`config.mk`:
```
export PLATFORM = sky130hd
export DESIGN_NAME = crc16_frame_builder
export DESIGN_NICKNAME = d
export VERILOG_FILES = /design/src/sv/cfb_pkg.sv /design/src/sv/crc16_frame_builder.sv /design/src/sv/cfb_front.sv /design/src/sv/cfb_queue.sv /design/src/sv/cfb_back.sv
export SDC_FILE = /design/constraint.sdc
export NUM_CORES = 1
export LEC_CHECK = 0
export BUFFER_PORTS_ARGS = -buffer_cell sky130_fd_sc_hd__buf_2
export CORE_MARGIN = 10
export CORE_UTILIZATION = 45
export CTS_CLUSTER_DIAMETER = 50
export DETAILED_ROUTE_END_ITERATION = 8
export PLACE_DENSITY_LB_ADDON = 0.25
export RECOVER_POWER = 50
export SYNTH_ARGS = -nofsm -noshare
export SYNTH_HDL_FRONTEND = slang
export SYNTH_SLANG_ARGS = --single-unit
```
`constraint.sdc`:
```
create_clock -name clock -period 2.94 [get_ports clock]
set_input_delay 0.147 -clock clock [delete_from_list [all_inputs] [get_ports clock]]
set_output_delay 0.147 -clock clock [all_outputs]
set_load 0.05 [all_outputs]
```
`src/sv/cfb_pkg.sv`:
```
// shared types, constants and the crc byte update for the frame builder
package cfb_pkg;

   localparam logic [7:0]  FRAME_HEAD = 8'hEA;
   localparam logic [7:0]  FRAME_TAIL = 8'hED;
   localparam logic [15:0] CRC_INIT   = 16'hFFFF;
   localparam logic [15:0] CRC_POLY   = 16'hA001;

   localparam int CSR_INDEX_W = 2;
   localparam logic [CSR_INDEX_W-1:0] CSR_DEVICE_ADDRESS = 2'd0;
   localparam logic [CSR_INDEX_W-1:0] CSR_RETURN_CODE    = 2'd1;

   localparam int QUEUE_DEPTH = 4;
   localparam int QUEUE_PTR_W = $clog2(QUEUE_DEPTH);
   localparam int QUEUE_CNT_W = $clog2(QUEUE_DEPTH + 1);

   // byte positions inside a frame
   localparam int STEP_W = 4;
   localparam logic [STEP_W-1:0] STEP_HEAD    = 4'd0;
   localparam logic [STEP_W-1:0] STEP_ADDR    = 4'd1;
   localparam logic [STEP_W-1:0] STEP_SID_HI  = 4'd2;
   localparam logic [STEP_W-1:0] STEP_SID_LO  = 4'd3;
   localparam logic [STEP_W-1:0] STEP_RCODE   = 4'd4;
   localparam logic [STEP_W-1:0] STEP_LEN_HI  = 4'd5;
   localparam logic [STEP_W-1:0] STEP_LEN_LO  = 4'd6;
   localparam logic [STEP_W-1:0] STEP_CRC_HI  = 4'd7;
   localparam logic [STEP_W-1:0] STEP_CRC_LO  = 4'd8;
   localparam logic [STEP_W-1:0] STEP_TAIL    = 4'd9;

   typedef enum logic {
      JOB_HEADER = 1'b0,
      JOB_DATA   = 1'b1
   } job_kind_type;

   typedef struct packed {
      job_kind_type kind;
      logic         close;
      logic [15:0]  service_id;
      logic [15:0]  payload_length;
      logic [7:0]   payload_byte;
   } job_type;

   function automatic logic [15:0] crc_feed(input logic [15:0] crc, input logic [7:0] data);
      logic [15:0] c;
      c = crc ^ {8'h00, data};
      for (int k = 0; k < 8; k++) begin
         c = c[0] ? ((c >> 1) ^ CRC_POLY) : (c >> 1);
      end
      return c;
   endfunction

endpackage

```
`src/sv/crc16_frame_builder.sv`:
```
// top level of the crc16 frame builder: registers, front end, job queue, back end
//
//  channel  ports                                   direction  transfer when
//  req      req_valid/req_stall + 4 fields         in         valid & !stall
//  rsp      rsp_valid/rsp_stall + out_byte, end    out        valid & !stall
//  csr      csr_write_en, csr_index, csr_wdata     in         write_en
//
// a payload byte yields one output byte, or four when it closes the frame;
// a header yields seven output bytes, ten for an empty frame.
// the single output register gives one byte per cycle while rsp does not stall.
// reset is synchronous; it empties the job queue and closes any open frame.
// the four-entry job queue lets the front keep taking items while rsp stalls.
module crc16_frame_builder (
   input  logic                            clock,
   input  logic                            reset,
   input  logic                            req_valid,
   output logic                            req_stall,
   input  logic                            req_command,
   input  logic [15:0]                     req_service_id,
   input  logic [15:0]                     req_payload_length,
   input  logic [7:0]                      req_payload_byte,
   output logic                            rsp_valid,
   input  logic                            rsp_stall,
   output logic [7:0]                      rsp_out_byte,
   output logic                            rsp_frame_end,
   input  logic                            csr_write_en,
   input  logic [cfb_pkg::CSR_INDEX_W-1:0] csr_index,
   input  logic [7:0]                      csr_wdata
);
   import cfb_pkg::*;

   logic [7:0] device_address_ff;
   logic [7:0] return_code_ff;
   logic       push, pop, queue_full, head_valid;
   job_type    push_job, head_job;

   always_ff @(posedge clock) begin
      if (reset) begin
         device_address_ff <= 8'd0;
         return_code_ff    <= 8'd0;
      end else if (csr_write_en) begin
         case (csr_index)
            CSR_DEVICE_ADDRESS: device_address_ff <= csr_wdata;
            CSR_RETURN_CODE:    return_code_ff    <= csr_wdata;
            default:            ;
         endcase
      end
   end

   cfb_front u_front (
      .clock              (clock),
      .reset              (reset),
      .req_valid          (req_valid),
      .req_stall          (req_stall),
      .req_command        (req_command),
      .req_service_id     (req_service_id),
      .req_payload_length (req_payload_length),
      .req_payload_byte   (req_payload_byte),
      .queue_full         (queue_full),
      .push               (push),
      .push_job           (push_job)
   );

   cfb_queue u_queue (
      .clock      (clock),
      .reset      (reset),
      .push       (push),
      .push_job   (push_job),
      .pop        (pop),
      .full       (queue_full),
      .head_valid (head_valid),
      .head_job   (head_job)
   );

   cfb_back u_back (
      .clock          (clock),
      .reset          (reset),
      .device_address (device_address_ff),
      .return_code    (return_code_ff),
      .head_valid     (head_valid),
      .head_job       (head_job),
      .pop            (pop),
      .rsp_valid      (rsp_valid),
      .rsp_stall      (rsp_stall),
      .rsp_out_byte   (rsp_out_byte),
      .rsp_frame_end  (rsp_frame_end)
   );

endmodule

```
`src/sv/cfb_front.sv`:
```
// front end: takes input items, tracks the open frame and queues jobs
module cfb_front (
   input  logic             clock,
   input  logic             reset,
   input  logic             req_valid,
   output logic             req_stall,
   input  logic             req_command,
   input  logic [15:0]      req_service_id,
   input  logic [15:0]      req_payload_length,
   input  logic [7:0]       req_payload_byte,
   input  logic             queue_full,
   output logic             push,
   output cfb_pkg::job_type push_job
);
   import cfb_pkg::*;

   logic        frame_open_ff, frame_open_in;
   logic [15:0] remaining_ff, remaining_in;
   logic        accept;

   assign req_stall = queue_full;
   assign accept    = req_valid && !req_stall;

   always_comb begin
      frame_open_in           = frame_open_ff;
      remaining_in            = remaining_ff;
      push                    = 1'b0;
      push_job.kind           = JOB_HEADER;
      push_job.close          = 1'b0;
      push_job.service_id     = req_service_id;
      push_job.payload_length = req_payload_length;
      push_job.payload_byte   = req_payload_byte;
      if (accept) begin
         if (req_command == 1'b0) begin
            // a header abandons any frame still open
            push           = 1'b1;
            push_job.kind  = JOB_HEADER;
            push_job.close = (req_payload_length == 16'd0);
            frame_open_in  = (req_payload_length != 16'd0);
            remaining_in   = req_payload_length;
         end else if (frame_open_ff) begin
            push           = 1'b1;
            push_job.kind  = JOB_DATA;
            push_job.close = (remaining_ff == 16'd1);
            remaining_in   = remaining_ff - 16'd1;
            frame_open_in  = (remaining_ff != 16'd1);
         end
      end
   end

   always_ff @(posedge clock) begin
      if (reset) begin
         frame_open_ff <= 1'b0;
         remaining_ff  <= 16'd0;
      end else begin
         frame_open_ff <= frame_open_in;
         remaining_ff  <= remaining_in;
      end
   end

   a_open_matches_count: assert property (@(posedge clock) disable iff (reset)
      frame_open_ff == (remaining_ff != 16'd0))
      else $error("frame open flag disagrees with byte count");

endmodule

```
`src/sv/cfb_queue.sv`:
```
// short job queue between front and back end
module cfb_queue (
   input  logic             clock,
   input  logic             reset,
   input  logic             push,
   input  cfb_pkg::job_type push_job,
   input  logic             pop,
   output logic             full,
   output logic             head_valid,
   output cfb_pkg::job_type head_job
);
   import cfb_pkg::*;

   job_type                mem_ff [QUEUE_DEPTH];
   logic [QUEUE_PTR_W-1:0] wr_ptr_ff, wr_ptr_in;
   logic [QUEUE_PTR_W-1:0] rd_ptr_ff, rd_ptr_in;
   logic [QUEUE_CNT_W-1:0] count_ff, count_in;
   logic                   do_push, do_pop;

   assign full       = (count_ff == QUEUE_CNT_W'(QUEUE_DEPTH));
   assign head_valid = (count_ff != '0);
   assign head_job   = mem_ff[rd_ptr_ff];
   assign do_push    = push && !full;
   assign do_pop     = pop && head_valid;

   always_comb begin
      wr_ptr_in = do_push ? wr_ptr_ff + QUEUE_PTR_W'(1) : wr_ptr_ff;
      rd_ptr_in = do_pop ? rd_ptr_ff + QUEUE_PTR_W'(1) : rd_ptr_ff;
      count_in  = count_ff;
      if (do_push && !do_pop) begin
         count_in = count_ff + QUEUE_CNT_W'(1);
      end else if (do_pop && !do_push) begin
         count_in = count_ff - QUEUE_CNT_W'(1);
      end
   end

   always_ff @(posedge clock) begin
      if (do_push) begin
         mem_ff[wr_ptr_ff] <= push_job;
      end
   end

   always_ff @(posedge clock) begin
      if (reset) begin
         wr_ptr_ff <= '0;
         rd_ptr_ff <= '0;
         count_ff  <= '0;
      end else begin
         wr_ptr_ff <= wr_ptr_in;
         rd_ptr_ff <= rd_ptr_in;
         count_ff  <= count_in;
      end
   end

   a_count_bound: assert property (@(posedge clock) disable iff (reset)
      count_ff <= QUEUE_CNT_W'(QUEUE_DEPTH))
      else $error("queue count beyond depth");

   a_ptr_gap: assert property (@(posedge clock) disable iff (reset)
      (count_ff == '0 || full) |-> (wr_ptr_ff == rd_ptr_ff))
      else $error("queue pointers disagree with count");

endmodule

```
`src/sv/cfb_back.sv`:
```
// back end: serializes queued jobs into frame bytes and runs the crc
module cfb_back (
   input  logic             clock,
   input  logic             reset,
   input  logic [7:0]       device_address,
   input  logic [7:0]       return_code,
   input  logic             head_valid,
   input  cfb_pkg::job_type head_job,
   output logic             pop,
   output logic             rsp_valid,
   input  logic             rsp_stall,
   output logic [7:0]       rsp_out_byte,
   output logic             rsp_frame_end
);
   import cfb_pkg::*;

   logic [STEP_W-1:0] step_ff, step_in;
   logic [15:0]       crc_ff, crc_in;
   logic              valid_ff, valid_in;
   logic [7:0]        byte_ff, byte_in;
   logic              end_ff, end_in;
   logic              out_free, fire, last;
   logic [STEP_W-1:0] next_step;
   logic [7:0]        cur_byte;
   logic [15:0]       crc_base;

   assign out_free = !valid_ff || !rsp_stall;
   assign fire     = out_free && head_valid;

   always_comb begin
      case (step_ff)
         STEP_HEAD:   cur_byte = (head_job.kind == JOB_DATA) ? head_job.payload_byte
                                                              : FRAME_HEAD;
         STEP_ADDR:   cur_byte = device_address;
         STEP_SID_HI: cur_byte = head_job.service_id[15:8];
         STEP_SID_LO: cur_byte = head_job.service_id[7:0];
         STEP_RCODE:  cur_byte = return_code;
         STEP_LEN_HI: cur_byte = head_job.payload_length[15:8];
         STEP_LEN_LO: cur_byte = head_job.payload_length[7:0];
         STEP_CRC_HI: cur_byte = crc_ff[15:8];
         STEP_CRC_LO: cur_byte = crc_ff[7:0];
         STEP_TAIL:   cur_byte = FRAME_TAIL;
         default:     cur_byte = FRAME_TAIL;
      endcase
   end

   always_comb begin
      if (head_job.close) begin
         last = (step_ff == STEP_TAIL);
      end else if (head_job.kind == JOB_HEADER) begin
         last = (step_ff == STEP_LEN_LO);
      end else begin
         last = (step_ff == STEP_HEAD);
      end
      // a payload byte jumps straight to the closing bytes
      if (head_job.kind == JOB_DATA && step_ff == STEP_HEAD) begin
         next_step = STEP_CRC_HI;
      end else begin
         next_step = step_ff + STEP_W'(1);
      end
   end

   assign pop      = fire && last;
   assign crc_base = (head_job.kind == JOB_HEADER && step_ff == STEP_HEAD) ? CRC_INIT : crc_ff;

   always_comb begin
      step_in  = step_ff;
      crc_in   = crc_ff;
      valid_in = valid_ff;
      byte_in  = byte_ff;
      end_in   = end_ff;
      if (out_free) begin
         valid_in = fire;
      end
      if (fire) begin
         step_in = last ? STEP_HEAD : next_step;
         byte_in = cur_byte;
         end_in  = (step_ff == STEP_TAIL);
         if (step_ff <= STEP_LEN_LO) begin
            crc_in = crc_feed(crc_base, cur_byte);
         end
      end
   end

   always_ff @(posedge clock) begin
      if (reset) begin
         step_ff  <= STEP_HEAD;
         crc_ff   <= CRC_INIT;
         valid_ff <= 1'b0;
      end else begin
         step_ff  <= step_in;
         crc_ff   <= crc_in;
         valid_ff <= valid_in;
      end
   end

   always_ff @(posedge clock) begin
      byte_ff <= byte_in;
      end_ff  <= end_in;
   end

   assign rsp_valid     = valid_ff;
   assign rsp_out_byte  = byte_ff;
   assign rsp_frame_end = end_ff;

   a_step_range: assert property (@(posedge clock) disable iff (reset)
      step_ff <= STEP_TAIL)
      else $error("frame step out of range");

   a_end_is_tail: assert property (@(posedge clock) disable iff (reset)
      (valid_ff && end_ff) |-> (byte_ff == FRAME_TAIL))
      else $error("frame end flag on a byte other than the tail");

endmodule
```
==> impl_metrics.yaml <==
grt:
  grt_overflow_total: 0
  antenna_found_initial: 0
  grt_usage_pct: 17.2
  grt_max_degree: 47
  grt_pass1_wl_mm: 41.5
  grt_pass1_vias: 7277
outcome:
  violations: "negative setup slack"
  status: "complete, but fails checks"
yosys:
  synth_ff_type: "edfxtp_1"
  synthXorXnorAreaFrac_pct: 3.15
  synth-simple-area-share_pct: 10.6
  avgSynthCellArea_sq_um: 13.9
  synthAdderAreaFrac_pct: 1.49
  synth_warnings: 0
  synthArstFlopShare_pct: 0
  synth_top_family_by_area: "multiplexers"
  ys_top_cells_by_area: "edfxtp_1, dfxtp_1, mux4_1, mux4_2, mux2i_1"
  netlist.area_leader.share_pct: 50.1
  syn_inst: 764
  synth.largest_area_cell: "edfxtp_1"
  ys_types: 74
  synth_compound_area_share_pct: 8.62
  seq_area_frac_synth_pct: 62.0
  syn_nets: 832
  synthMuxAreaShare_pct: 11.2
  synth_area_sq_um: 10600
  synth_edf_count: 177
  ys_seq_elements: 240
drt:
  drcViolationCount: 0
  drt_iter0_drc: 564
  dr_total_vias: 7180
  viasPerCell: 5.43
  post_drt_wl_per_cell_microns: 20.1
  drt-pass1-iter-count: 4
  antenna_left: 0
  wl_mm: 26.6
cells_and_area:
  seq_area_sq_um: 6590
  final_common_cell: "edfxtp_1"
  syn2layout_area_growth_pct: 29.3
  final_cell_mix: "edfxtp_1, buf_4, clkbuf_1"
  diodes: 0
  nNetsFinal: 1049
  final.fill_count: 1841
  fin_util_pct: 58.8
  drive_gt1_share_pct: 26.5
  multi_input_area_sq_um: 3950
setup_path:
  crit_required_ps: 3330
  worst-path-max-fanout: 5
  cpMaxStageDelayCell: "xnor3_1"
  endpoint_kind: "flop"
  start_kind: "flop"
  slowest_delay_ps: 470
  cp_common_cell: "buf_4"
  path_class: "reg2reg"
  worstPathArrival_ps: 3390
  path_cells: "buf_4, ha_2, buf_6, and3b_2, buf_4, a221oi_2, a2bb2oi_2, nand3_4, xnor2_4, xor2_2, xnor3_1, xnor2_1, o211ai_1"
die:
  initial_core_util_pct: 45.4
  rows: 56
  ios: 67
  die_w_microns: 173
  core-area_sq_um: 23300
  die_area_sq_um: 30100
  die_h_microns: 173
flow_run:
  maxCapViolations: 0
timing:
  setup_slack_ps: -63.9
  setup_viol: 3
  setup_tns_ps: -154
  slew_headroom_pct: 48.7
  rsz0062_at_grt: "yes"
  finalHoldViolCount: 0
  slew_violations: 0
  fmax_mhz: 333
  period_needed_ps: 3000
  fin_crit_sh_pct: 102
  finClkSkew_ps: 11.8
  tightestPinTransition_ps: 770
placement:
  hpwl_mm: 17.5
  port_buffers: 66
  gp_congestion: 0.859
pwr:
  p_leak_nw: 4.85
  vdd_drop_max_uv: 566
  netSwitchingPower_mw: 4.49
  p_int_mw: 8.81
  seq_power_share_pct: 32.7
  powerDensity_nw_per_um2: 971
  p_clk_share_pct: 25.7
  p_comb_share_pct: 41.6
  switching_share_pct: 33.8
  p_total_mw: 13.3
cts:
  cts-root-buf: "clkbuf_16"
  clock_path_buffers: 3
  clock_sinks: 240
  path_clk_slew_ps: 60
  cts_made_buffers: 29
  clock_latency_ps: 550
  cts_tree: "done"
  h-tree-depth: 1
min_path:
  min_path_type: "in2reg"
timing repair:
item	in CTS	in global routing
resized for setup	38	20
endpoints found under the setup margin	6	5
pin swaps	16	23
buffers inserted	16	12
hold endpoints to repair	184	0
hold buffers	49	0
path summary, 6_finish.rpt:
check | cells after the start | start | slack (ps) | end
worst min-delay path | 5 | csr_index[1] | 130 | device_address_ff[1]
worst max register to register | 13 | u_back.step_ff[1] | -60 | u_back.crc_ff[14]
worst min register to register | 2 | u_front.remaining_ff[11] | 470 | u_front.remaining_ff[11]
worst max-delay path | 13 | u_back.step_ff[1] | -60 | u_back.crc_ff[14]
power by group through the flow:
stage | Combinational [mW] | Sequential, mW | Clock [mW]
2_1_floorplan | 3.03 | 4.58 | 0
3_3_place_gp | 4.76 | 4.41 | 0
3_5_place_dp | 4.79 | 4.42 | 0
4_1_cts | 5.18 | 4.35 | 3.49
5_1_grt | 5.96 | 4.39 | 3.64
6_report | 5.54 | 4.36 | 3.42
cell families after synthesis:
family / Yosys count
compound gates: 133
xor+xnor: 32
fa+ha+maj: 12
buf+inv: 60
flops: 240
mux: 69
simple gates: 218
registers in the layout, summed over array words and instances (netlist names), named ones only:
register               cells
device_address_ff          8
return_code_ff             8
u_back.crc_ff             16
u_back.rsp_frame_end       1
u_back.rsp_out_byte        8
u_back.rsp_valid           1
u_back.step_ff             4
u_front.frame_open_ff      1
u_front.remaining_ff      16
u_queue.count_ff           3
u_queue.mem_ff           168
u_queue.rd_ptr_ff          2
u_queue.wr_ptr_ff          2
metal layers:
metal  part of all wire [%]  GRT usage [%]  vias to the layer above
met5                      0              0                        -
met1                     43           22.9                     3536
met4                    1.8           3.77                        0
met2                     50           28.7                      240
li1                       -              -                     3370
met3                    5.8           2.98                       34
layout make-up:
| cell class | count | area share [%] |
|---|---|---|
| Clock buffer | 42 | 6.00 |
| Timing Repair Buffer | 231 | 13.0 |
| Sequential cell | 240 | 48.0 |
| Clock inverter | 12 | 0.858 |
| Tap cell | 319 | 2.91 |
| Inverter | 15 | 0.411 |
| Multi-Input combinational cell | 464 | 28.8 |
synth_stat cells, types with 9 or more instances:
library cell / number
edfxtp_1: 177
a22oi_1: 10
a21oi_1: 31
mux2i_1: 27
dfxtp_1: 63
clkbuf_1: 21
buf_2: 10
nor2_1: 59
nand2_1: 49
a211oi_1: 9
o211ai_1: 9
ha_1: 11
o21ai_0: 29
xnor2_1: 18
nor3_1: 24
nand3_1: 18
inv_1: 14
mux4_1: 18
xor2_1: 10
mux4_2: 15
critical path, delay by kind of cell (launching register included):
family,cells,cell delay [ps]
adders and majority gates,1,190
buffers and inverters,3,430
AOI/OAI and AO/OA,3,600
DFF,1,310
xor gates and xnor gates,4,980
and+or+nand+nor,2,360
per-stage QoR:
stage / cells / area [sq um] / hold slack (ps) / worst slack (ps)
after floorplan: 764 / 10600 / 246 / -77.8
after global placement: 1193 / 11900 / 364 / -195
after detailed placement: 1193 / 11900 / 365 / -227
after CTS: 1311 / 13600 / 42.1 / 2.82
after global routing: 1323 / 13700 / 134 / -180
final: 1323 / 13700 / 126 / -63.9
Power figures use the tool's default switching activity.
